`src/rtl/tcpm_pkg.sv`:
```
// Shared types, sizes and codes of the text command parser and matcher.
package tcpm_pkg;

    localparam int NUM_ENTRIES = 16;
    localparam int MAX_ID_LEN  = 16;
    localparam int VALUE_BITS  = 32;

    localparam int IDX_W = (NUM_ENTRIES > 1) ? $clog2(NUM_ENTRIES) : 1;
    localparam int POS_W = $clog2(MAX_ID_LEN);
    localparam int LEN_W = $clog2(MAX_ID_LEN + 1);

    localparam int REQ_W    = 2;
    localparam int BYTE_W   = 8;
    localparam int ENTRY_W  = 4;
    localparam int CPOS_W   = 4;
    localparam int STATUS_W = 2;
    localparam int CIDX_W   = 4;
    localparam int CVAL_W   = 32;

    localparam logic [REQ_W-1:0] REQ_CMD    = 2'd0;
    localparam logic [REQ_W-1:0] REQ_NAME   = 2'd1;
    localparam logic [REQ_W-1:0] REQ_ENABLE = 2'd2;

    localparam logic [STATUS_W-1:0] ST_MATCH   = 2'd0;
    localparam logic [STATUS_W-1:0] ST_BAD     = 2'd1;
    localparam logic [STATUS_W-1:0] ST_NOMATCH = 2'd2;

    localparam logic [BYTE_W-1:0] CH_NUL   = 8'h00;
    localparam logic [BYTE_W-1:0] CH_SPACE = 8'h20;

    // Table write request broadcast to every cell.
    typedef struct packed {
        logic                name_we;
        logic                en_we;
        logic [ENTRY_W-1:0]  entry;
        logic [CPOS_W-1:0]   pos;
        logic [BYTE_W-1:0]   data;
        logic                en;
    } t_wr;

    // Parse state seen by the cells and the result stage.
    typedef struct packed {
        logic [MAX_ID_LEN-1:0][BYTE_W-1:0] id;
        logic [LEN_W-1:0]                  len;
        logic                              bad;
        logic [VALUE_BITS-1:0]             value;
    } t_parse;

    // Search token passed from cell to cell.
    typedef struct packed {
        logic             valid;
        logic             bad;
        logic             found;
        logic [IDX_W-1:0] idx;
    } t_tok;

endpackage

```
`src/rtl/tcpm_parser.sv`:
```
// Command text parser: identifier buffer, phase tracking and decimal accumulator.
module tcpm_parser (
    input  logic            i_clk,
    input  logic            i_rst_n,
    input  logic            i_byte_vld,
    input  logic [7:0]      i_byte,
    input  logic            i_clear,
    output tcpm_pkg::t_parse o_parse
);
    import tcpm_pkg::*;

    typedef enum logic [1:0] {PH_ID, PH_VALUE, PH_SKIP, PH_BAD} t_phase;

    t_phase                            r_phase;
    logic [MAX_ID_LEN-1:0][BYTE_W-1:0] r_id;
    logic [LEN_W-1:0]                  r_len;
    logic [VALUE_BITS-1:0]             r_value;

    logic is_digit;
    logic is_alnum;

    assign is_digit = (i_byte >= 8'h30) && (i_byte <= 8'h39);
    assign is_alnum = is_digit || ((i_byte >= 8'h41) && (i_byte <= 8'h5A)) ||
                      ((i_byte >= 8'h61) && (i_byte <= 8'h7A));

    always_ff @(posedge i_clk) begin
        if (!i_rst_n || i_clear) begin
            r_phase <= PH_ID;
            r_id    <= '0;
            r_len   <= '0;
            r_value <= '0;
        end else if (i_byte_vld && (i_byte != CH_NUL)) begin
            unique case (r_phase) inside
                PH_ID: begin
                    if (i_byte == CH_SPACE) begin
                        r_phase <= PH_VALUE;
                    end else if (!is_alnum || (int'(r_len) >= MAX_ID_LEN)) begin
                        r_phase <= PH_BAD;
                    end else begin
                        r_id[POS_W'(r_len)] <= i_byte;
                        r_len               <= r_len + LEN_W'(1);
                    end
                end
                PH_VALUE: begin
                    if (i_byte == CH_SPACE) begin
                        r_phase <= PH_SKIP;
                    end else if (is_digit) begin
                        // Times ten as two shifts, then add the digit.
                        r_value <= (r_value << 3) + (r_value << 1) +
                                   VALUE_BITS'(i_byte - 8'h30);
                    end else begin
                        r_phase <= PH_BAD;
                    end
                end
                PH_SKIP, PH_BAD: begin
                    r_phase <= r_phase;
                end
                default: begin
                    r_phase <= PH_BAD;
                end
            endcase
        end
    end

    assign o_parse.id    = r_id;
    assign o_parse.len   = r_len;
    assign o_parse.bad   = (r_phase == PH_BAD);
    assign o_parse.value = r_value;

endmodule

```
`config.mk`:
```
export PLATFORM = sky130hd
export DESIGN_NAME = tcpm_parser
export DESIGN_NICKNAME = d
export VERILOG_FILES = /design/src/rtl/tcpm_pkg.sv /design/src/rtl/tcpm_parser.sv
export SDC_FILE = /design/constraint.sdc
export NUM_CORES = 1
export LEC_CHECK = 0
export ABC_AREA = 1
export BUFFER_PORTS_ARGS = -buffer_cell sky130_fd_sc_hd__buf_4
export CAP_MARGIN = 20
export CORE_MARGIN = 3
export CORE_UTILIZATION = 57
export DETAILED_ROUTE_END_ITERATION = 6
export PLACE_DENSITY = 0.8
export SYNTH_ARGS = -nofsm -noshare
export SYNTH_HDL_FRONTEND = slang
export SYNTH_SLANG_ARGS = --single-unit
```
`constraint.sdc`:
```
create_clock -name i_clk -period 4.9 [get_ports i_clk]
set_input_delay 0.245 -clock i_clk [delete_from_list [all_inputs] [get_ports i_clk]]
set_output_delay 0.245 -clock i_clk [all_outputs]
set_load 0.02 [all_outputs]
```
Yosys cells after proc, flatten, opt, wreduce, memory -nomap -nowiden
Cells that the tools add are included.

word-level totals
  flip-flop bits (word level) = 167
  input port bits = 12
  word-level logic and storage cells = 66
  output and inout bits = 166

cells by class
  eq/ne operators = 6
  bitwise gates (word level) = 3
  add/subtract/negate cells = 4
  muxes and demuxes = 8
  reductions and logical operators = 17
  $lt $le $gt $ge = 9

operator list
  kind                                                                              count
  128-bit bitwise mux                                                               1
  32-bit adder                                                                      2
  8-bit demux with 4-bit select                                                     1
  8-bit by 7-bit >= comparator with 1-bit output, second input constant             2
  8-bit by 7-bit less-or-equal comparator with 1-bit output, second input constant  2
  4-bit AND reduction                                                               3
  8-bit by 6-bit subtractor with 9-bit output, second input constant                1
  8-bit by 6-bit equality test with 1-bit output, second input constant             1
  8-bit by 6-bit >= comparator with 1-bit output, second input constant             1
  8-bit by 6-bit less-or-equal comparator with 1-bit output, second input constant  1
  2-bit two-way mux                                                                 4
  8-bit two-way mux                                                                 1
  8-bit nonzero test                                                                1
  2-bit case mux with 3 select lines                                                1
  5-bit by 1-bit adder with 5-bit output, second input constant                     1
  5-bit >= comparator, second input constant                                        1
  1-bit logical AND                                                                 5
  4-bit by 5-bit less-than comparator with 1-bit output, second input constant      1
  2-bit equality test, second input constant                                        2
  4-bit by 1-bit >= comparator with 1-bit output, second input constant             1
  1-bit logical OR                                                                  4
  3-bit by 1-bit inequality test with 1-bit output, second input constant           1
  3-bit inequality test, second input constant                                      1
  1-bit inverter                                                                    3
  other kinds (4)                                                                   5

Logic depth before layout (Yosys ltp)
  word-level depth = 9
  mapped depth = 18

Worst setup path before layout
No wires, ideal clock.

  path kind = input to register
  start = input port i_byte[6]
  end = register r_value[28]
  required time = 4.791 ns
  path buffers = 0
  stages on the path = 15
  setup time = 0.109 ns
  path slack = 1.010 ns
  arrival time = 3.781 ns
  path through = nor2_1 -> inv_2 -> nor2_1 -> fa_1 -> ha_1 -> nand2_1 -> inv_1 -> a21oi_1 -> o21ai_0 -> a21oi_1 -> nand2_1 -> nand2_1 -> nand3_1 -> nand2_1 -> inv_1

on the way
  cells in the longest elaborated chain, start to end = 3
  elaborated cells between the ends (all ways) = 10
  those cells by class = add/sub (2); order compare (2); eq/ne (1); bitwise (1); reduce/logical (4)

ends and longest elaborated chain
  element                                               RTL line           text
  start, declared                                       tcpm_parser.sv:6   input logic [7:0] i_byte,
  branches (longest 3 deep; another with 32-bit adder)  n/a
  end signal, assigned                                  tcpm_parser.sv:49  r_value <= (r_value << 3) + (r_value << 1) +
  end, declared                                         tcpm_parser.sv:17  logic [VALUE_BITS-1:0] r_value;

Parallel ways; which one is timed is not known.
A chain may end at the register's enable or synchronous reset.

Worst setup path after layout
Same ends and word-level chain as after synthesis.

==> results.md <==
* Status: complete, no violations
* Most frequent CP cell: nand2_1
* Final #Nets at 1724
* Fin crit period at roughly 3.3 ns
* Input/output buffers at 177
* I/O pin total at roughly 180
* Number of fill cells in the layout at roughly 1.4k
* Initial DRC count at 639
* Number of diodes at 0
* Synth Register Bits at about 170
* Syn Nets at 1579
* Power Dens Cells at 250 nW/um2
* FF/Latch Area at between 3000 and 4000 um2
* Initial antenna violation count at 1
* Max_cap viols at 0
* Post-Route WL at 27100 um
* WL/cell at 14.5 um
* Post-CTS setup buffers at 0
* Multi-input gate area at roughly 5300 um2
* Via count at 9352
* Syn Area/Cell at between 6 and 7 um2
* Via/cell ratio at 4.99
* Final Wtd Congestion at 0.939
* First-pass DRT Iterations at 5
* TritonCTS clock tree: done
* Hpwl dp at between 15000 and 20000 um
* CP endpoint kind: register
* Final setup violating endpoints at 0
* Maximum fanout along the worst path at 22
* Synth Warn # at 0
* HP Class: input port to register
* CTS Hold Bufs at 0
* Clk slew on worst S/H paths at 0.07 ns
* Leak pwr at 6.17 nW
* Largest net degree at the start of global routing at 66
* Crit-path max cell delay at about 0.55 ns
* Full die area at 19300 um2
* Clock root buffer master: clkbuf_16
* Total track usage at 0.276
* Worst Setup Start Kind: input port
* Starting Density at 0.593
* Hold Violations, Final at 0
* Fin crit share at 0.677
* Resize count post-CTS at 0
* Layout area overhead at 19.5%
* Die height at 139 um
* H-tree Lvls at 4
* Cells after synthesis at 1498
* Core Footprint at 16900 um2
* Placed Cells at 1844
* DRC violations left at 0
* RSZ-0062 raised after global routing: false
* Worst Path Arrival at 3.65 ns
* Number of buffers created by CTS at 17
* Slew headroom at 0.341
* Pins Over Slew Limit at 0
* Layout cells sized above 1 at 0.144
* First-pass GRT wire length at 44100 um
* Max VDD drop at approximately 0.00023 V
* Clk buf depth at 2
* Critical path type: input port to register
* Sequential share of the synthesized area at 0.333
* Post-Syn Area at 10000 um2
* Worst path slowest cell: nor2_2
* # rows at 47
* Fmax at 301 MHz
* Crit path required time at between 5 and 6 ns
* Worst path cell trace: buf_4 -> nor2_1 -> inv_2 -> nor2_2 -> buf_4 -> fa_1 -> ha_1 -> nand2_1 -> nand2_1 -> a21oi_1 -> o21ai_0 -> a21oi_1 -> nand2_1 -> nand2_1 -> nand3_1 -> nand2_1 -> inv_1
* Slew at the pin with the worst max-slew slack at 0.986 ns
* Remaining Overflow, GRT at 0
* Latest clock arrival within the worst-skew pair at 0.44 ns
* Final Skew at 0.0118 ns
* Vias in the first global route at 8746
* CTS sink cnt at ~170
* Synth unique cells at 33
* Non-filler cells, final at 1876
* Setup TNS at 0 ns
* Antenna viol nets, final at 0
* Die Wd at ~140 um
==> kinds of logic (layout without fill, tap and decap cells) <==
group,count (synthesis),count (layout),synth area share
AOI/OAI and AO/OA,157,157,0.0961
and+or+nand+nor,744,744,0.308
adders and majority gates,69,69,0.108
DFF,167,167,0.333
buffers and inverters,343,501,0.140
xor gates and xnor gates,18,18,0.0157
==> routing by layer <==
| metal | up-vias | share of wire | global-route usage |
|---|---|---|---|
| met3 | 39 | 0.070 | 0.0548 |
| met1 | 4214 | 0.45 | 0.376 |
| met2 | 296 | 0.46 | 0.452 |
| met5 | - | 0.00037 | 0 |
| li1 | 4801 | - | - |
| met4 | 2 | 0.018 | 0.0757 |
==> worst max-delay path, delay by kind of cell <==
kind,cells,cell delay (ns)
and+or+nand+nor,8,1.27
adders and majority gates,2,0.80
AOI/OAI and AO/OA,3,0.71
buffers and inverters,4,0.62
==> cells in the final DEF (no fill, tap or decap), drive strengths merged <==
cell type	n
nor4	1
ha	40
buf	183
xor2	6
clkbuf	17
a211oi	1
o21bai	65
a21oi	49
nor3	8
xnor2	12
fa	29
dfxtp	167
o21ai	38
nand4	27
nand2	368
bufinv	1
nand3	48
clkinv	6
nor2	292
a21boi	3
a21o	1
inv	294
==> cells in the mapped netlist, drive strengths merged <==
master	count	area [um2]
inv	286	1070
a21boi	3	22.5
a21oi	49	245
ha	40	500
dfxtp	167	3340
a21o	1	7.51
nor3	8	45.0
xor2	6	52.6
fa	29	581
nand3	48	245
nor2	292	1100
nor4	1	6.26
nand4	27	302
xnor2	12	105
buf	41	278
o21bai	65	488
a211oi	1	12.5
nand2	368	1390
clkbuf	16	60.1
o21ai	38	190
==> state kept, by name, indices dropped and copies added, names as in the netlist <==
name / cells
o_parse: 128
r_len: 5
r_phase: 2
r_value: 32
==> where the power goes <==
group / switching, mW / leakage, nW / internal [mW]
Combinational: 0.154 / 4.52 / 0.0710
Sequential: 0.00348 / 1.35 / 1.36
Clock: 0.674 / 0.306 / 0.746
==> final cells by class <==
class,count,share of cell area
Multi-Input combinational cell,988,0.442
Tap cell,220,0.0229
Clock inverter,15,0.0171
Clock buffer,17,0.0354
Sequential cell,167,0.278
Timing Repair Buffer,183,0.115
Inverter,286,0.0894
==> worst paths after layout <==
| kind | from | endpoint | slack, ns | cells past startpoint |
|---|---|---|---|---|
| max | i_byte[6] | r_value[28]$_SDFFE_PP0P_ | 1.58 | 17 |
| min | i_byte[4] | o_parse[138]$_SDFFE_PP0P_ | 0.23 | 3 |
| max reg2reg | r_value[13]$_SDFFE_PP0P_ | r_value[28]$_SDFFE_PP0P_ | 2.14 | 12 |
| min reg2reg | o_parse[141]$_SDFFE_PP0P_ | o_parse[141]$_SDFFE_PP0P_ | 0.44 | 2 |
==> through the flow <==
stage	worst slack [ns]	total power [mW]	hold WS (ns)	instance area, um2	util
floorplan	1.01	1.56	0.474	10000	-
global placement	1.22	1.61	0.426	11400	0.671
detailed placement	1.16	1.62	0.429	11400	0.672
CTS	1.61	3.02	0.210	12000	0.709
global route	1.20	3.11	0.234	12000	0.709
finish	1.58	3.01	0.233	12000	0.709
Power figures use the tool's default switching activity.
