`src/rtl/tcpm_pkg.sv`:
```
// Shared types, sizes and codes of the text command parser and matcher.
package tcpm_pkg;

    localparam int NUM_ENTRIES = 16;
    localparam int MAX_ID_LEN  = 16;
    localparam int VALUE_BITS  = 32;

    localparam int IDX_W = (NUM_ENTRIES > 1) ? $clog2(NUM_ENTRIES) : 1;
    localparam int POS_W = $clog2(MAX_ID_LEN);
    localparam int LEN_W = $clog2(MAX_ID_LEN + 1);

    localparam int REQ_W    = 2;
    localparam int BYTE_W   = 8;
    localparam int ENTRY_W  = 4;
    localparam int CPOS_W   = 4;
    localparam int STATUS_W = 2;
    localparam int CIDX_W   = 4;
    localparam int CVAL_W   = 32;

    localparam logic [REQ_W-1:0] REQ_CMD    = 2'd0;
    localparam logic [REQ_W-1:0] REQ_NAME   = 2'd1;
    localparam logic [REQ_W-1:0] REQ_ENABLE = 2'd2;

    localparam logic [STATUS_W-1:0] ST_MATCH   = 2'd0;
    localparam logic [STATUS_W-1:0] ST_BAD     = 2'd1;
    localparam logic [STATUS_W-1:0] ST_NOMATCH = 2'd2;

    localparam logic [BYTE_W-1:0] CH_NUL   = 8'h00;
    localparam logic [BYTE_W-1:0] CH_SPACE = 8'h20;

    // Table write request broadcast to every cell.
    typedef struct packed {
        logic                name_we;
        logic                en_we;
        logic [ENTRY_W-1:0]  entry;
        logic [CPOS_W-1:0]   pos;
        logic [BYTE_W-1:0]   data;
        logic                en;
    } t_wr;

    // Parse state seen by the cells and the result stage.
    typedef struct packed {
        logic [MAX_ID_LEN-1:0][BYTE_W-1:0] id;
        logic [LEN_W-1:0]                  len;
        logic                              bad;
        logic [VALUE_BITS-1:0]             value;
    } t_parse;

    // Search token passed from cell to cell.
    typedef struct packed {
        logic             valid;
        logic             bad;
        logic             found;
        logic [IDX_W-1:0] idx;
    } t_tok;

endpackage

```
`src/rtl/tcpm_cell.sv`:
```
// One table entry: stored name and enable, full-name compare, and one stage of the search chain.
module tcpm_cell (
    input  logic                    i_clk,
    input  logic                    i_rst_n,
    input  logic [tcpm_pkg::IDX_W-1:0] i_index,
    input  tcpm_pkg::t_wr           i_wr,
    input  tcpm_pkg::t_parse        i_parse,
    input  tcpm_pkg::t_tok          i_tok,
    input  logic                    i_hold,
    output tcpm_pkg::t_tok          o_tok
);
    import tcpm_pkg::*;

    logic [MAX_ID_LEN-1:0][BYTE_W-1:0] r_name;
    logic                              r_en;
    t_tok                              r_tok;
    t_tok                              n_tok;
    logic                              match;
    logic                              hit;

    assign hit = (int'(i_wr.entry) == int'(i_index));

    // Positions below the identifier length must agree; the position right after
    // it must hold the name terminator unless the identifier fills the store.
    always_comb begin
        match = 1'b1;
        for (int p = 0; p < MAX_ID_LEN; p++) begin
            if (p < int'(i_parse.len)) begin
                match = match & (r_name[p] == i_parse.id[p]);
            end else if (p == int'(i_parse.len)) begin
                match = match & (r_name[p] == CH_NUL);
            end
        end
    end

    always_comb begin
        n_tok = i_tok;
        if (i_tok.valid && !i_tok.bad && !i_tok.found && r_en && match) begin
            n_tok.found = 1'b1;
            n_tok.idx   = i_index;
        end
    end

    always_ff @(posedge i_clk) begin
        if (!i_rst_n) begin
            r_tok  <= '0;
            r_name <= '0;
            r_en   <= 1'b0;
        end else begin
            if (!i_hold) begin
                r_tok <= n_tok;
            end
            if (i_wr.name_we && hit && (int'(i_wr.pos) < MAX_ID_LEN)) begin
                r_name[POS_W'(i_wr.pos)] <= i_wr.data;
            end
            if (i_wr.en_we && hit) begin
                r_en <= i_wr.en;
            end
        end
    end

    assign o_tok = r_tok;

endmodule

```
`config.mk`:
```
export PLATFORM = sky130hd
export DESIGN_NAME = tcpm_cell
export DESIGN_NICKNAME = d
export VERILOG_FILES = /design/src/rtl/tcpm_pkg.sv /design/src/rtl/tcpm_cell.sv
export SDC_FILE = /design/constraint.sdc
export NUM_CORES = 1
export LEC_CHECK = 0
export BUFFER_PORTS_ARGS = -buffer_cell sky130_fd_sc_hd__buf_4
export CAP_MARGIN = 10
export CORE_ASPECT_RATIO = 0.7
export CORE_MARGIN = 4
export CORE_UTILIZATION = 53
export DETAILED_ROUTE_END_ITERATION = 8
export GPL_TIMING_DRIVEN = 0
export PLACE_DENSITY_LB_ADDON = 0.1
export REMOVE_ABC_BUFFERS = 1
export SLEW_MARGIN = 0
export SYNTH_ARGS = -nofsm -noshare
export SYNTH_HDL_FRONTEND = slang
export SYNTH_SLANG_ARGS = --single-unit
```
`constraint.sdc`:
```
create_clock -name i_clk -period 2.8 [get_ports i_clk]
set_input_delay 0.56 -clock i_clk [delete_from_list [all_inputs] [get_ports i_clk]]
set_output_delay 0.56 -clock i_clk [all_outputs]
set_load 0.03 [all_outputs]
```
* After elaboration in Yosys (flattened, before gate mapping)
Cells that the tools add are included.
** Operators by class
- Reductions and logical operators :: 26
- Equal/unequal tests :: 32
- Magnitude comparators :: 18
- Multiplexer cells :: 36
- Bitwise logic cells :: 30
** Operators with widths (number)
- bitwise mux 128 bit :: 1
- equality test 8 bit :: 16
- zero test 8 bit :: 16
- equality test 5 bit, first input constant :: 8
- less-than comparator 4 x 5 -> 1 bit, first input constant :: 8
- demux 8 bit (select 4 bit) :: 1
- two-way mux 1 bit :: 32
- bitwise AND 1 bit :: 30
- equality test 4 x 5 -> 1 bit, first input constant :: 4
- less-than comparator 3 x 5 -> 1 bit, first input constant :: 4
- equality test 3 x 5 -> 1 bit, first input constant :: 2
- less-than comparator 1 x 5 -> 1 bit, first input constant :: 2
- less-than comparator 2 x 5 -> 1 bit, first input constant :: 2
- two-way mux 8 bit :: 1
- logical AND 1 bit :: 7
- equality test 2 x 5 -> 1 bit, first input constant :: 1
- zero test 5 bit :: 1
- less-than comparator 4 x 5 -> 1 bit, second input constant :: 1
- two-way mux 5 bit :: 1
- equality test 4 bit :: 1
- >= comparator 4 x 1 -> 1 bit, second input constant :: 1
- zero test 1 bit :: 2
** Word-level totals
- Bits in registers :: 136
- Input port bits :: 199
- Output and inout bits :: 7

* Logic depth before layout (Yosys ltp)
Gate-level depths: netlist (run 1).
- Word-level depth :: 50
- Gate-level depth with buffers :: 9
- Depth with buffers taken out :: 7

* Worst setup path before layout (run 1)
Ideal clock, no wire load.
- Path type :: input-to-reg
- Start :: in i_parse[40] (netlist bit)
- End :: reg r_tok, in the netlist o_tok[1]
- Library setup time :: 0.128 ns
- Arrival time :: 2.261 ns
- Path buffers :: 0
- Stages :: 7
- Setup slack :: 0.412 ns
- Cells stage by stage :: xnor2_1 > nand4_1 > or4_4 > o41ai_4 > nand4b_2 > o31ai_1 > a31oi_1
** On the way
- Cells in the longest elaborated chain, start to end :: 49
- Elaborated cells on any way between the ends :: 64
- Classes of those cells :: 1 x eq/ne; 32 x mux; 30 x bitwise; 1 x reduce/logical
** Ends and longest elaborated chain
- start: declaration :: RTL line tcpm_cell.sv:7 : input tcpm_pkg::t_parse i_parse,
- equality test 8 bit * :: RTL line tcpm_cell.sv:29 : match = match & (r_name[p] == i_parse.id[p]);
- two-way mux 1 bit * :: RTL line tcpm_cell.sv:28 : if (p < int'(i_parse.len)) begin
- bitwise AND 1 bit :: RTL line tcpm_cell.sv:31 : match = match & (r_name[p] == CH_NUL);
- two-way mux 1 bit :: RTL line tcpm_cell.sv:30 : end else if (p == int'(i_parse.len)) begin
- two-way mux 1 bit * :: RTL line tcpm_cell.sv:28
- bitwise AND 1 bit :: RTL line tcpm_cell.sv:31
- two-way mux 1 bit :: RTL line tcpm_cell.sv:30
- two-way mux 1 bit * :: RTL line tcpm_cell.sv:28
- [... 33 more ...]
- bitwise AND 1 bit :: RTL line tcpm_cell.sv:31
- two-way mux 1 bit :: RTL line tcpm_cell.sv:30
- two-way mux 1 bit * :: RTL line tcpm_cell.sv:28
- bitwise AND 1 bit :: RTL line tcpm_cell.sv:31
- two-way mux 1 bit :: RTL line tcpm_cell.sv:30
- two-way mux 1 bit * :: RTL line tcpm_cell.sv:28
- logical AND 1 bit * :: RTL line tcpm_cell.sv:38 : if (i_tok.valid && !i_tok.bad && !i_tok.found && r_en && match) begin
- two-way mux 5 bit * :: RTL line tcpm_cell.sv:38
- end signal: assignment :: RTL line tcpm_cell.sv:51 : r_tok <= n_tok;
- end: declaration :: RTL line tcpm_cell.sv:16 : t_tok r_tok;
Mark *: on every way between the ends. The rest lies on a longest branch, timed or not.
A chain may end at the register's enable or synchronous reset.

* Worst setup path in the final report (run 1)
- Start :: in i_index[1] (netlist bit)
- End :: reg r_name[48] (netlist bit)
** On the way
- Cells in the longest elaborated chain, start to end :: 2
** Ends and longest elaborated chain
- start: declaration :: RTL line tcpm_cell.sv:5 : input logic [tcpm_pkg::IDX_W-1:0] i_index,
- equality test 4 bit :: RTL line tcpm_cell.sv:21 : assign hit = (int'(i_wr.entry) == int'(i_index));
- logical AND 1 bit :: RTL line tcpm_cell.sv:53 : if (i_wr.name_we && hit && (int'(i_wr.pos) < MAX_ID_LEN)) begin
- end signal: indexed assignment :: RTL line tcpm_cell.sv:54 : r_name[POS_W'(i_wr.pos)] <= i_wr.data;
- end: declaration :: RTL line tcpm_cell.sv:14 : logic [MAX_ID_LEN-1:0][BYTE_W-1:0] r_name;
No other way between the ends.

==> results.md, run 1 <==
* Global-route wire length before repair at 34.5 mm
* Top cells by area, synth: dfxtp_1 37%, mux2i_1 15%, xor2_1 11%, nor2b_1 9.7%, xnor2_1 4.6%
* Placed cell areas at 8820 sq um
* Tmin final at 2.67 ns
* CTS buffer count at 17
* Netlist cell types at 53
* Final Hold Viols at 0
* Clock power frac at 48.3%
* Synth Instances at 775
* DRC viols at 0
* Yosys reg bits at 136
* Leakage at 3.73 nW
* Largest net degree at the start of global routing at 137
* Crit share post-route at 95.5%
* Max-cap violations at 0
* Final WL at 22.6 mm
* Proportion of layout cells with a drive suffix above 1 at 23.5%
* GRT Resource Usage Total at 27.7%
* Row count at 35
* CTS Buffer Depth at 2
* Status: complete, no violations
* H-tree depth at 4
* IO Pins at 206
* Routed wire per std cell at 20.0 um
* Worst ir drop on vdd at 440 uV
* RR Endpoint: o_tok[1]$_SDFFE_PN0N_
* Commonest non-fill, non-tap cells in the layout: 172 x buf_4, 136 x dfxtp_1, 115 x nor2b_1
* Syn. warnings at 0
* Final core occ at 70.2%
* Non-filler cells, final at 1128
* Crit path capture: r_name[48]$_SDFFE_PN0P_
* IO buf count at 172
* Placer Congestion at 0.891
* Area leader, netlist: dfxtp_1
* CTS tree: yes
* Drt first pass iters at 5
* Fmax at 374 MHz
* Final setup viols at 0
* P&R area growth vs syn at 26.8%
* Starting Density at 55.3%
* Sequential fraction of design power at 40.7%
* Setup Skew at 0.00841 ns
* Asr flop ratio synth at 0%
* Initial DRC Count at 510
* Final ANT Viol Nets at 0
* Final WS setup at 0.127 ns
* CTS clk-pin slew, worst paths at 0.06 ns
* CP Capture Type: flip-flop
* Avg Cell Area, Syn at 9.60 sq um
* Unrepaired setup endpoints after global routing: true
* Worst skew pair latency at 0.41 ns
* Worst slew margin at 28.9%
* Power Dens Cells at 509 nW/um^2
* Sw Ratio at 23.0%
* Clk sinks at 136
* Kind of start point of the critical path: primary input
* N_diodes at 0
* Post-place setup slack at -0.275 ns
* R2r setup slk at 0.14 ns
* Fin area at 9430 sq um
* Core ar. at 13400 sq um
* # nets final at 1130
* Post-synthesis sequential area ratio at 36.6%
* Yosys top cell area share at 36.6%
* Slew of the pin with the lowest slew margin at 1.07 ns
* Net Sw Power at 0.00111 W
* WS Path Type: primary input to flip-flop
* Vias in the first global route at 6459
* Synth Cell Area at 7440 sq um
* Internal power at 0.00370 W
* Top FF cell, synth: dfxtp_1
* Vias per cell at 5.79
* Clk root buf: clkbuf_16
* Most common cell after layout, fill and taps aside: buf_4
* Dpl cells at 1097
* Die Ht at 107 um
* Die area at 16000 sq um
* CP max FO at 12
* Worst Path Required at 3.10 ns
* RR Startpoint: r_name[103]$_SDFFE_PN0P_
* Comb pwr share at 11.0%
* HPWL Detailed at 16.3 mm
* Worst R2R Path Depth at 7
* Slew Limit Fails at 0
* CP startpoint: i_index[1]
* Detailed-route via count at 6529
* DIE WIDTH at 150 um
* Final hold slack at 0.416 ns
* Number of flops mapped to enable cells by yosys at 0
* Worst hold path class: primary input to flip-flop
* Congestion Overflow GR at 0
* WP data arrival at 2.97 ns
* Antenna violations before repair at 0
[per-layer routing]
metal | track usage, % | up-vias | routed length, um
met5 | 0 | - | 0
met4 | 8.03 | 0 | 371
met3 | 5.45 | 40 | 2030
met2 | 43.1 | 322 | 10200
met1 | 38.9 | 3093 | 9930
li1 | - | 3074 | -
[state kept, by name (all words and copies together) (netlist names)]
register,cells
o_tok,7
r_name,128
r_en,1
[layout make-up]
type	count	area [sq um]
Clock inverter	12	178
Inverter	5	18.8
Tap cell	185	231
Clock buffer	19	433
Timing Repair Buffer	172	1290
Sequential cell	136	2720
Fill cell	1017	4010
Multi-Input combinational cell	599	4560
[power groups by stage]
stage          Clock (W)  Combinational [W]  Sequential, W
2_1_floorplan          0           0.000171        0.00201
3_3_place_gp           0           0.000508        0.00199
3_5_place_dp           0           0.000522        0.00200
4_1_cts          0.00234           0.000524        0.00195
5_1_grt          0.00243           0.000561        0.00195
6_report         0.00232           0.000529        0.00195
[timing repair]
item,4_1_cts,5_1_grt
setup buffers,0,0
resized for setup,0,0
endpoints found under the setup margin,0,2
hold buffers,0,0
[stage by stage]
step | setup TNS (ns) | power, W
2_1_floorplan | 0 | 0.00218
3_3_place_gp | -2.75 | 0.00250
3_5_place_dp | -5.43 | 0.00252
4_1_cts | 0 | 0.00481
5_1_grt | -0.0352 | 0.00494
6_report | 0 | 0.00480
[critical path, stage by stage]
cell and delay [ns]:
buf_4 0.12, xor2_1 0.17, nor4_4 0.44, nand4b_1 0.64
nor2_2 0.69, mux2i_1 0.28, nor2b_1 0.07
[synthesized netlist by cell type (2+ instances only)]
| cell | count |
|---|---|
| nor3_4 | 3 |
| o31ai_1 | 6 |
| inv_1 | 5 |
| o21ai_0 | 17 |
| a22oi_1 | 4 |
| nor2b_1 | 115 |
| nor4_1 | 53 |
| xor2_1 | 93 |
| a311oi_1 | 3 |
| nand4b_1 | 6 |
| a21oi_1 | 7 |
| nand2b_1 | 3 |
| o2111ai_1 | 2 |
| dfxtp_1 | 136 |
| buf_2 | 2 |
| xnor2_1 | 39 |
| a211o_1 | 2 |
| a21boi_0 | 18 |
| clkbuf_1 | 32 |
| nand4_1 | 16 |
| a31oi_1 | 6 |
| or4_1 | 2 |
| nand3_1 | 16 |
| nor2_1 | 10 |
| nor2_2 | 7 |
| nor3_1 | 6 |
| mux2i_1 | 114 |
| nand2_1 | 27 |
[worst min path at each step]
stage / depth (start not counted) / start / slack, ns / endpoint
floorplan: 2 / r_en$_SDFFE_PN0P_ / 0.44 / r_en$_SDFFE_PN0P_
global placement: 2 / r_en$_SDFFE_PN0P_ / 0.46 / r_en$_SDFFE_PN0P_
detailed placement: 2 / r_en$_SDFFE_PN0P_ / 0.47 / r_en$_SDFFE_PN0P_
CTS: 3 / i_tok[5] / 0.41 / o_tok[5]$_SDFFE_PN0N_
global route: 3 / i_tok[5] / 0.41 / o_tok[5]$_SDFFE_PN0N_
finish: 3 / i_tok[6] / 0.42 / o_tok[6]$_SDFFE_PN0N_
[cells by family (layout without fill, tap and decap cells)]
| logic type | after synthesis | after routing | synth area share [%] |
|---|---|---|---|
| xor+xnor | 132 | 132 | 15.5 |
| buf+inv | 40 | 208 | 2.10 |
| mux | 114 | 114 | 15.3 |
| simple gates | 277 | 277 | 23.0 |
| compound gates | 76 | 76 | 7.38 |
| flops | 136 | 136 | 36.6 |
Power figures use the tool's default switching activity.
==> run 2, diff against run 1 <==
--- a/config.mk
+++ b/config.mk
@@ -7,7 +7,7 @@
 export LEC_CHECK = 0
 export BUFFER_PORTS_ARGS = -buffer_cell sky130_fd_sc_hd__buf_4
 export CAP_MARGIN = 10
-export CORE_ASPECT_RATIO = 0.7
+export CORE_ASPECT_RATIO = 1.1
 export CORE_MARGIN = 4
 export CORE_UTILIZATION = 53
 export DETAILED_ROUTE_END_ITERATION = 8
==> constraint.sdc (replaced) <==
create_clock -name i_clk -period 2.9 [get_ports i_clk]
set_input_delay 0.58 -clock i_clk [delete_from_list [all_inputs] [get_ports i_clk]]
set_output_delay 0.58 -clock i_clk [all_outputs]
set_load 0.03 [all_outputs]
==> run 2 against run 1 <==
Register-to-register slack improved by 0.31 ns. Largest cell class unchanged. Non-clock buffer count stayed put. Clock skew fell by 0.0024 ns. Critical endpoint is now r_name[54]$_SDFFE_PN0P_. Largest power group unchanged.
==> results.md, run 2 (same netlist as run 1, synthesis figures left out) <==
* Status: complete, no violations
* WS Path Type: primary input to flip-flop
* Clk root buf: clkbuf_16
* Internal power at 0.00375 W
* # nets final at 1130
* Reg area at 2720 sq um
* N_diodes at 0
* Final WS setup at 0.204 ns
* Worst slew margin at 28.4%
* Max stage delay on crit path at 0.70 ns
* DRC viols at 0
* Top reg by flops: r_name
* CTS Buffer Depth at 2
* Max FFs per register at 128
* CP delay by family, top: simple AND/OR/NAND/NOR gates
* CP max FO at 12
* HPWL Detailed at 15.6 mm
* Slew Limit Fails at 0
* Congestion Overflow GR at 0
* Wire length on met3 at 1.51 mm
* GRT Resource Usage Total at 26.9%
* Post-place setup slack at -0.168 ns
* Crit path max-delay cell type: nor2_2
* Global-route wire length before repair at 33.9 mm
* Max-cap violations at 0
* Drt first pass iters at 5
* RR Endpoint: o_tok[3]$_SDFFE_PN0N_
* Worst Path Required at 3.21 ns
* DIE WIDTH at 121 um
* Dpl cells at 1100
* Worst skew pair latency at 0.42 ns
* CTS hold repair buffers at 0
* CTS buffer count at 17
* IO buf count at 172
* Slew of the pin with the lowest slew margin at 1.07 ns
* Vias in the first global route at 6572
* Net Sw Power at 0.00108 W
* Met2 WL at 10.5 mm
* Routed wire per std cell at 19.4 um
* Clk sinks at 136
* Multi-input logic area at 4560 sq um
* CP startpoint: i_index[1]
* Non-filler cells, final at 1132
* CP Capture Type: flip-flop
* Largest net degree at the start of global routing at 137
* Proportion of layout cells with a drive suffix above 1 at 23.8%
* Comb pwr share at 10.6%
* Clock power frac at 50.4%
* Top sig layer: met4
* Crit path capture: r_name[54]$_SDFFE_PN0P_
* Worst hold path class: primary input to flip-flop
* WP depth at 7
* IO Pins at 206
* Worst path bufs/invs at 1
* H-tree depth at 4
* Antenna violations before repair at 0
* Crit-path cells: buf_4, xor2_1, nor4_4, nand4b_1, nor2_2, mux2i_1, nor2b_1
* Placer Congestion at 0.914
* CTS tree: yes
* Final ANT Viol Nets at 0
* Die Ht at 132 um
* Post-cts resize count at 0
* Setup Skew at 0.00604 ns
* WL met1 at 9.11 mm
* Most common cell after layout, fill and taps aside: buf_4
* Die area at 16000 sq um
* Commonest non-fill, non-tap cells in the layout: 172 x buf_4, 136 x dfxtp_1, 115 x nor2b_1
* RR Startpoint: r_name[7]$_SDFFE_PN0P_
* Setup bufs post-CTS at 0
* Sequential fraction of design power at 39.0%
* Final WL at 21.9 mm
* Vias per cell at 5.68
* Sw Ratio at 22.3%
* Setup TNS at 0 ns
* Unrepaired setup endpoints after global routing: false
* Row count at 45
* CTS clk-pin slew, worst paths at 0.06 ns
* Kind of start point of the critical path: primary input
* WP data arrival at 3.01 ns
* Crit share post-route at 93.0%
* Initial DRC Count at 410
* Core ar. at 13800 sq um
* Tmin final at 2.70 ns
* Worst ir drop on vdd at 386 uV
* Fmax at 371 MHz
* P&R area growth vs syn at 27.7%
* Final setup viols at 0
* Detailed-route via count at 6432
* Power Dens Cells at 509 nW/um^2
* Leakage at 3.76 nW
* Final Hold Viols at 0
* Worst R2R Path Depth at 7
* FILL cells at 1094
* Starting Density at 53.9%
* R2r setup slk at 0.45 ns
run 2: cell count changes in the layout (fill, tap and decap cells not counted):
cell        change
bufinv_16       +1
clkinv_4        -2
clkinv_2        -1
clkbuf_8        +4
clkbuf_1        -2
clkinvlp_4      +1
run 2: worst min path at each step:
stage / startpoint / end / slack [ns] / cells after the start
4_1_cts: i_tok[4] / o_tok[4]$_SDFFE_PN0N_ / 0.41 / 2
2_1_floorplan: r_en$_SDFFE_PN0P_ / r_en$_SDFFE_PN0P_ / 0.44 / 2
3_5_place_dp: r_en$_SDFFE_PN0P_ / r_en$_SDFFE_PN0P_ / 0.49 / 2
3_3_place_gp: r_en$_SDFFE_PN0P_ / r_en$_SDFFE_PN0P_ / 0.46 / 2
5_1_grt: i_tok[4] / o_tok[4]$_SDFFE_PN0N_ / 0.43 / 2
6_report: i_tok[4] / o_tok[4]$_SDFFE_PN0N_ / 0.43 / 2
run 2: layer usage:
layer / global-route usage, % / up-vias
met1: 33.0 / 3062
met2: 44.7 / 250
met4: 11.6 / 0
met3: 6.70 / 59
li1: - / 3061
met5: 0 / -
run 2: power by group through the flow:
stage | sequential, W | clock (W) | combinational, W
global placement | 0.00192 | 0 | 0.000498
global route | 0.00188 | 0.00255 | 0.000547
detailed placement | 0.00193 | 0 | 0.000509
floorplan | 0.00194 | 0 | 0.000165
CTS | 0.00188 | 0.00246 | 0.000510
finish | 0.00188 | 0.00244 | 0.000512
run 2: stage by stage:
step	instance area (sq um)	util (%)	hold WS, ns	total power (W)
after floorplan	7300	-	0.444	0.00210
after global placement	8830	64.0	0.457	0.00242
after detailed placement	8830	64.0	0.493	0.00243
after CTS	9500	68.9	0.414	0.00485
after global routing	9500	68.9	0.429	0.00498
final	9500	68.9	0.427	0.00483
run 2: cell type report:
| type | instances | area share, % |
|---|---|---|
| clock inverter | 11 | 2.03 |
| inverter | 5 | 0.198 |
| multi-input combinational | 599 | 48.0 |
| timing repair buffer | 172 | 13.6 |
| sequential | 136 | 28.7 |
| tap | 188 | 2.48 |
| clock buffer | 21 | 5.06 |
==> run 3, diff against run 2 <==
--- a/config.mk
+++ b/config.mk
@@ -7,7 +7,6 @@
 export LEC_CHECK = 0
 export BUFFER_PORTS_ARGS = -buffer_cell sky130_fd_sc_hd__buf_4
 export CAP_MARGIN = 10
-export CORE_ASPECT_RATIO = 1.1
 export CORE_MARGIN = 4
 export CORE_UTILIZATION = 53
 export DETAILED_ROUTE_END_ITERATION = 8
==> constraint.sdc (replaced) <==
create_clock -name i_clk -period 3 [get_ports i_clk]
set_input_delay 0.6 -clock i_clk [delete_from_list [all_inputs] [get_ports i_clk]]
set_output_delay 0.6 -clock i_clk [all_outputs]
set_load 0.03 [all_outputs]
==> run 3 against run 2 <==
Via count fell by 0.75%. Core utilization shrank 0.45 points. Cell count is 0.71% lower. Setup slack better by 0.057 ns. Sequential power down 3%. Critical path depth unchanged.
==> results.md, run 3 (same netlist as run 1, synthesis figures left out) <==
* Final ANT Viol Nets at 0
* Max FFs per register at 128
* Multi-input logic area at 4560 sq um
* Setup bufs post-CTS at 0
* Min-delay src: i_tok[4]
* Initial DRC Count at 364
* Die area at 16000 sq um
* Power Dens Cells at 483 nW/um^2
* FILL cells at 1079
* Largest net degree at the start of global routing at 137
* Kind of start point of the critical path: primary input
* Routed wire per std cell at 19.4 um
* Reg area at 2720 sq um
* CTS Buffer Depth at 2
* # nets final at 1130
* Drt first pass iters at 5
* WS Path Type: primary input to flip-flop
* Most common cell after layout, fill and taps aside: buf_4
* Worst hold path class: primary input to flip-flop
* Unrepaired setup endpoints after global routing: false
* Global-route wire length before repair at 34.2 mm
* Max-cap violations at 0
* Leakage at 3.74 nW
* Worst slew margin at 29.7%
* Non-filler cells, final at 1124
* HPWL Detailed at 15.6 mm
* CP Capture Type: flip-flop
* DIE WIDTH at 126 um
* Vias per cell at 5.68
* RR Endpoint: o_tok[1]$_SDFFE_PN0N_
* CP max FO at 12
* Detailed-route via count at 6384
* Crit share post-route at 91.3%
* Starting Density at 53.8%
* IO buf count at 172
* Clk sinks at 136
* Worst ir drop on vdd at 315 uV
* Dpl cells at 1092
* Final WL at 21.8 mm
* Post-place setup slack at -0.0662 ns
* GRT Resource Usage Total at 27.0%
* CTS buffer count at 17
* Final Hold Viols at 0
* P&R area growth vs syn at 27.2%
* Core ar. at 13800 sq um
* Setup TNS at 0 ns
* IO Pins at 206
* Worst Path Required at 3.30 ns
* Worst skew pair latency at 0.41 ns
* Setup Skew at 0.00416 ns
* N_diodes at 0
* Status: complete, no violations
* H-tree depth at 4
* Tot Pwr at 0.00457 W
* R2r setup slk at 0.57 ns
* CTS hold repair buffers at 0
* Final setup viols at 0
* Tmin final at 2.74 ns
* Die Ht at 126 um
* Placed cell areas at 8820 sq um
* Slew Limit Fails at 0
* Worst R2R Path Depth at 7
* Post-cts resize count at 0
* Row count at 43
* Fmax at 365 MHz
* Clk root buf: clkbuf_16
* CTS clk-pin slew, worst paths at 0.06 ns
* Top reg by flops: r_name
* DRC viols at 0
* Congestion Overflow GR at 0
* Final WS setup at 0.261 ns
* Vias in the first global route at 6641
* Slew of the pin with the lowest slew margin at 1.05 ns
* WP data arrival at 3.04 ns
* Hold Path Sink: o_tok[4]$_SDFFE_PN0N_
* Placer Congestion at 0.866
* Commonest non-fill, non-tap cells in the layout: 172 x buf_4, 136 x dfxtp_1, 115 x nor2b_1
* Antenna violations before repair at 0
* Proportion of layout cells with a drive suffix above 1 at 23.5%
* RR Startpoint: r_name[3]$_SDFFE_PN0P_
* Hold Path Stages at 2
* CTS tree: yes
* Fin area at 9460 sq um
## run 3: metal layers
layer,vias to the layer above,global-route usage (%),routed length (um)
met3,48,6.95,1630
met4,0,11.6,656
li1,3068,-,-
met5,-,0,0
met1,3028,33.1,9110
met2,240,44.9,10400
## run 3: power breakdown
group	internal [W]	switching (W)	leakage (nW)
clock	0.00150	0.000755	0.313
combinational	0.000250	0.000245	2.33
sequential	0.00182	0.00000642	1.10
total	0.00357	0.00101	3.74
## run 3: cell type report
class	count	area share, %
Multi-Input combinational cell	599	48.2
Sequential cell	136	28.8
Timing Repair Buffer	172	13.6
Clock buffer	25	5.34
Tap cell	180	2.38
Clock inverter	7	1.45
Inverter	5	0.198
## run 3: worst max path at each step
stage / from / endpoint / cells past startpoint
after global routing: i_index[1] / r_name[55]$_SDFFE_PN0P_ / 7
final: i_index[1] / r_name[55]$_SDFFE_PN0P_ / 7
after global placement: i_index[1] / r_name[37]$_SDFFE_PN0P_ / 7
after CTS: i_index[1] / r_name[55]$_SDFFE_PN0P_ / 7
after detailed placement: i_index[1] / r_name[51]$_SDFFE_PN0P_ / 7
after floorplan: i_index[1] / r_name[48]$_SDFFE_PN0P_ / 6
## run 3: worst max-delay path: stages
cell	delay, ns
buf_4	0.12
xor2_1	0.18
nor4_4	0.45
nand4b_1	0.61
nor2_2	0.66
mux2i_1	0.31
nor2b_1	0.09
## run 3: per-stage QoR
stage          utilization (%)  hold slack [ns]
2_1_floorplan                -            0.444
3_3_place_gp              63.8            0.465
3_5_place_dp              63.8            0.469
4_1_cts                   68.4            0.432
5_1_grt                   68.4            0.443
6_report                  68.4            0.444
